File: src/hw/rtl/lzpe_pkg.sv
// shared constants, types and the hash function of the lz78 phrase encoder
package lzpe_pkg;

   localparam int DEF_DICT_SIZE = 4096;
   localparam int BYTE_W        = 8;
   localparam int OUT_CODE_W    = 12;
   localparam int LIMIT_W       = 13;
   localparam logic [LIMIT_W-1:0] LIMIT_RESET = 13'd4096;
   localparam logic [23:0] HASH_MULT = 24'h9E3779;

   // controller states
   typedef enum logic [2:0] {
      ST_CLEAR,
      ST_IDLE,
      ST_HASH,
      ST_READ,
      ST_CHECK,
      ST_EMIT
   } state_type;

   // commands from controller to datapath
   typedef struct packed {
      logic clear_step;
      logic take;
      logic hash;
      logic read;
      logic advance;
      logic hit;
      logic emit;
   } cmd_type;

   // status from datapath to controller
   typedef struct packed {
      logic clear_last;
      logic probe_match;
      logic probe_empty;
      logic out_free;
   } status_type;

   // multiplicative mix of the (parent, byte) key, top bits are the slot
   function automatic logic [23:0] hash_mix(input logic [15:0] parent,
                                            input logic [7:0]  b);
      logic [23:0] key;
      key = {parent, b};
      return key * HASH_MULT;
   endfunction

endpackage

File: src/hw/rtl/lzpe_ctrl.sv
// controller state machine: clearing pass, hash probe sequencing, emit
module lzpe_ctrl (
   input  logic                  clock,
   input  logic                  reset,
   input  logic                  req_valid,
   output logic                  req_ready,
   input  lzpe_pkg::status_type  status,
   output lzpe_pkg::cmd_type     cmd
);
   import lzpe_pkg::*;

   state_type state_ff;
   state_type state_in;

   // state register
   always_ff @(posedge clock) begin
      if (reset) begin
         state_ff <= ST_CLEAR;
      end else begin
         state_ff <= state_in;
      end
   end

   // next state
   always_comb begin
      state_in = state_ff;
      unique case (state_ff)
         ST_CLEAR: begin
            if (status.clear_last) state_in = ST_IDLE;
         end
         ST_IDLE: begin
            if (req_valid) state_in = ST_HASH;
         end
         ST_HASH: begin
            state_in = ST_READ;
         end
         ST_READ: begin
            state_in = ST_CHECK;
         end
         ST_CHECK: begin
            if (status.probe_match) state_in = ST_IDLE;
            else if (status.probe_empty) state_in = ST_EMIT;
            else state_in = ST_READ;
         end
         ST_EMIT: begin
            if (status.out_free) state_in = ST_IDLE;
         end
         default: state_in = ST_CLEAR;
      endcase
   end

   // outputs
   always_comb begin
      cmd       = '0;
      req_ready = 1'b0;
      unique case (state_ff)
         ST_CLEAR: cmd.clear_step = 1'b1;
         ST_IDLE: begin
            req_ready = 1'b1;
            cmd.take  = req_valid;
         end
         ST_HASH: cmd.hash = 1'b1;
         ST_READ: cmd.read = 1'b1;
         ST_CHECK: begin
            cmd.hit     = status.probe_match;
            cmd.advance = !status.probe_match && !status.probe_empty;
         end
         ST_EMIT: cmd.emit = status.out_free;
         default: cmd = '0;
      endcase
   end

endmodule

File: config.mk
export PLATFORM = sky130hd
export DESIGN_NAME = lzpe_ctrl
export DESIGN_NICKNAME = d
export VERILOG_FILES = /design/src/hw/rtl/lzpe_pkg.sv /design/src/hw/rtl/lzpe_ctrl.sv
export SDC_FILE = /design/constraint.sdc
export NUM_CORES = 1
export LEC_CHECK = 0
export BUFFER_PORTS_ARGS = -buffer_cell sky130_fd_sc_hd__buf_2
export CELL_PAD_IN_SITES_DETAIL_PLACEMENT = 0
export CELL_PAD_IN_SITES_GLOBAL_PLACEMENT = 2
export CORE_MARGIN = 5
export CORE_UTILIZATION = 23
export DETAILED_ROUTE_END_ITERATION = 12
export MAX_ROUTING_LAYER = met4
export PLACE_DENSITY = 0.74
export SYNTH_ARGS = -nofsm -noshare
export SYNTH_HDL_FRONTEND = slang
export SYNTH_SLANG_ARGS = --single-unit
File: constraint.sdc
create_clock -name clock -period 2.4 [get_ports clock]
set_clock_uncertainty 0.05 [all_clocks]
set_input_delay 0.12 -clock clock [delete_from_list [all_inputs] [get_ports clock]]
set_output_delay 0.12 -clock clock [all_outputs]
set_load 0.02 [all_outputs]
; Word level (Yosys, flattened, before mapping)
; Cells that the tools add are included.
[word_totals]
elab_cells = 27
register_bits = 3
output_inout_bits = 8
input_bits = 7
[classes]
n_reduce_logical = 5
n_eq_ne = 8
n_mux = 13
[ops]
columns = operator, count
row1 = $pmux W3 S6, 1
row2 = $mux W3, 5
row3 = $eq A3 B2 Y1 const B, 2
row4 = $eq A3 B3 Y1 const B, 2
row5 = $mux W1, 6
row6 = $ne A2 B2 Y1 const B, 3
row7 = $eq A3 B1 Y1 const B, 1
row8 = $logic_not A3 Y1, 1
row9 = $reduce_and A3 Y1, 1
row10 = $logic_not A1 Y1, 2
row11 = $mux W2, 1
row12 = $logic_and A1 B1 Y1, 1

; Logic depth before layout (Yosys ltp)
[depth]
depth_word = 3
ltp_mapped = 5
mapped_depth_nobuf = 3

; Least setup slack after synthesis
; Ideal clock, no wire load.
[synth_path]
path_type = reg2out
from = reg state_ff[1]
to = out cmd[1] in the netlist's numbering
stages_incl_launch_ff = 4
setup_slack_ns = 1.001
required_ns = 2.230
arrival_time_ns = 1.229
n_path_buf = 1
cell_sequence = dfxtp_1 > buf_6 > or2b_4 > nor3b_1
[synth_rtl]
columns = element, line
row1 = "start, declared", lzpe_ctrl.sv:12  ; state_type state_ff;
row2 = "start signal, assigned", lzpe_ctrl.sv:20  ; state_ff <= state_in;
row3 = "end, declared", lzpe_ctrl.sv:8  ; output lzpe_pkg::cmd_type cmd

==> impl_metrics.tcl <==
set metrics [dict create \
    grt_max_degree 17 \
    layout.cells.non_filler 64 \
    largest_reg_flops 3 \
    row_count 13 \
    grt_pass1_wl_mm 1.24 \
    dpl_worst_slack_ns 1.00 \
    finalPower_mw 0.295 \
    startpoint_type "flip-flop" \
    worst_slew_pin_slew_ns 0.564 \
    maxSlewHeadroom_pct 62.3 \
    yosysWarningCount 0 \
    drt_first_pass_iters 2 \
    synth_nets 42 \
    routedWlPerCell_um 10.5 \
    critical_path_peak_fanout 11 \
    yosys.area_share.adder_pct 0 \
    cts_buffers 3 \
    fill_cells 152 \
    endpoint_kind "output pin" \
    vdd_drop_max_v 0.000292 \
    vias 285 \
    wirelength_um 673 \
    synth.most_common_cell "nor2_1" \
    dieArea_um2 2130 \
    layout_min_cycle_time_ns 1.62 \
    syn_inst 35 \
    avgSynthCellArea_um2 8.58 \
    postLayoutCoreUtil_pct 30.2 \
    cts_resized 0 \
    route.detailed.drc 0 \
    yosysTopAreaCellShare_pct 20.0 \
    die_w_um 46.1 \
    largest_register "state_ff" \
    drt-met1-wl_um 305 \
    clk_pin_slew_worst_paths_ns 0.04 \
    cts-root-buf "clkbuf_4" \
    cap_violations 0 \
    seq_area_frac_synth_pct 20.0 \
    tns_ns 0 \
    antenna_found_initial 0 \
    synth_top_family_by_area "simple AND/OR/NAND/NOR gates" \
    holdBufCountCts 0 \
    synth-edff-count 0 \
    start_util_pct 23.7 \
    ys_ff_latch 3 \
    grt-ovfl-total 0 \
    async_reset_ff_share_pct 0 \
    outcome "completed" \
    ant_nets 0 \
    r2r_cells 3 \
    drive_gt1_share_pct 44.9 \
    first_iter_violations 3 \
    routed_via_density 4.45 \
    final-hold-violation-count 0 \
    setup_ws_ns 0.778 \
    dp_hpwl_um 520 \
    yosys-top-cells-area "dfxtp_1 20%, buf_6 7.5%, nor3b_1 7.5%" \
    powerDensity_nw_per_um2 771 \
    synth_xor_area_share_pct 2.92 \
    port_buffers 14 \
    hold_path_class "in2reg" \
    fin_crit_sh_pct 67.6 \
    dpl.cell_count 60 \
    gp_congestion 0.674 \
    ys_types 24 \
    holdPathStages 2 \
    coreArea_um2 1270 \
    setup_viol 0 \
    grt.total_usage_pct 8.39 \
    synthMuxAreaShare_pct 3.33 \
    rsz0062_at_grt "false" \
    arrival_ns 1.45 \
    yosys.area_share.simple_pct 48.3 \
    power.leakage_nw 0.169 \
    fin_nets 57 \
    h-tree-depth 1 \
    fmax_mhz 617 \
    die_h_um 46.1 \
    synthTopCellsByCount "4 x nor2_1, 3 x a21oi_1, 3 x dfxtp_1, 3 x nor3b_1" \
    syn_area_um2 300 \
    clock_sinks 3 \
    synthToLayoutAreaGrowth_pct 27.5 \
    largestRegisters "state_ff: 3 flops" \
    slew_violations 0 \
    top_layer "met3" \
    boundaryPins 15 \
    post_cts_buffers 0 \
    antenna_cells 0 \
    synth_largest_area_cell "dfxtp_1" \
    clock_latency_ns 0.23 \
    cp.required_ns 2.23 \
    grt_pass1_vias 287 \
    synth-compound-area-share_pct 14.6 \
    yosys_most_used_dff "dfxtp_1" \
    crit_type "reg2out" \
    clock_path_buffers 2 \
    dr_wl_met3_um 54 \
    met2_length_um 313 \
    cts_tree "done" \
]
## final timing paths
check | to | slack, ns | from
max | cmd[2] | 0.78 | state_ff[2]$_SDFFE_PP0P_
min | state_ff[0]$_SDFFE_PP0P_ | 0.008 | reset
max reg2reg | state_ff[2]$_SDFFE_PP0P_ | 1.06 | state_ff[2]$_SDFFE_PP0P_
min reg2reg | state_ff[1]$_SDFFE_PP0P_ | 0.62 | state_ff[2]$_SDFFE_PP0P_
## through the flow
step	hold WS (ns)	area, um2
after floorplan	0.139	300
after global placement	0.250	357
after detailed placement	0.252	357
after CTS	0.00227	383
after global routing	0.0140	383
final	0.00844	383
## cell usage in the layout (no fill, tap or decap), types with 3 or more instances in the layout
cell | netlist | routed
clkbuf_4 | 0 | 3
nor3b_1 | 3 | 3
dfxtp_1 | 3 | 3
buf_2 | 2 | 14
nor2_1 | 4 | 4
a21oi_1 | 3 | 3
## per-layer routing
metal,track usage (%),vias up
met5,-,-
met4,6.82,0
met3,2.73,0
met2,11.3,9
met1,9.98,125
li1,-,151
## critical path, stage by stage (launching register included)
cell	delay (ns)
dfxtp_1	0.50
or2b_4	0.34
nor4_4	0.16
buf_2	0.21
## area by class of cell
type                    count  area, um2  share of cell area, %
repair buffers             14       70.1                   18.3
clock buffers               4       26.3                   6.86
well taps                  15       18.8                   4.90
multi-input cells          28        208                   54.2
flip-flops and latches      3       60.1                   15.7
## power by group
group	internal [mW]	leakage (nW)	switching (mW)
logic	0.0563	0.129	0.0604
clock network	0.0623	0.0150	0.0256
registers	0.0597	0.0247	0.0311
total	0.178	0.169	0.117
## kinds of logic after synthesis
group / after synthesis
and+or+nand+nor: 19
buffers and inverters: 4
AOI/OAI and AO/OA: 7
xor gates and xnor gates: 1
DFF: 3
muxes: 1
Note: power is estimated with default switching activity, not from simulation.
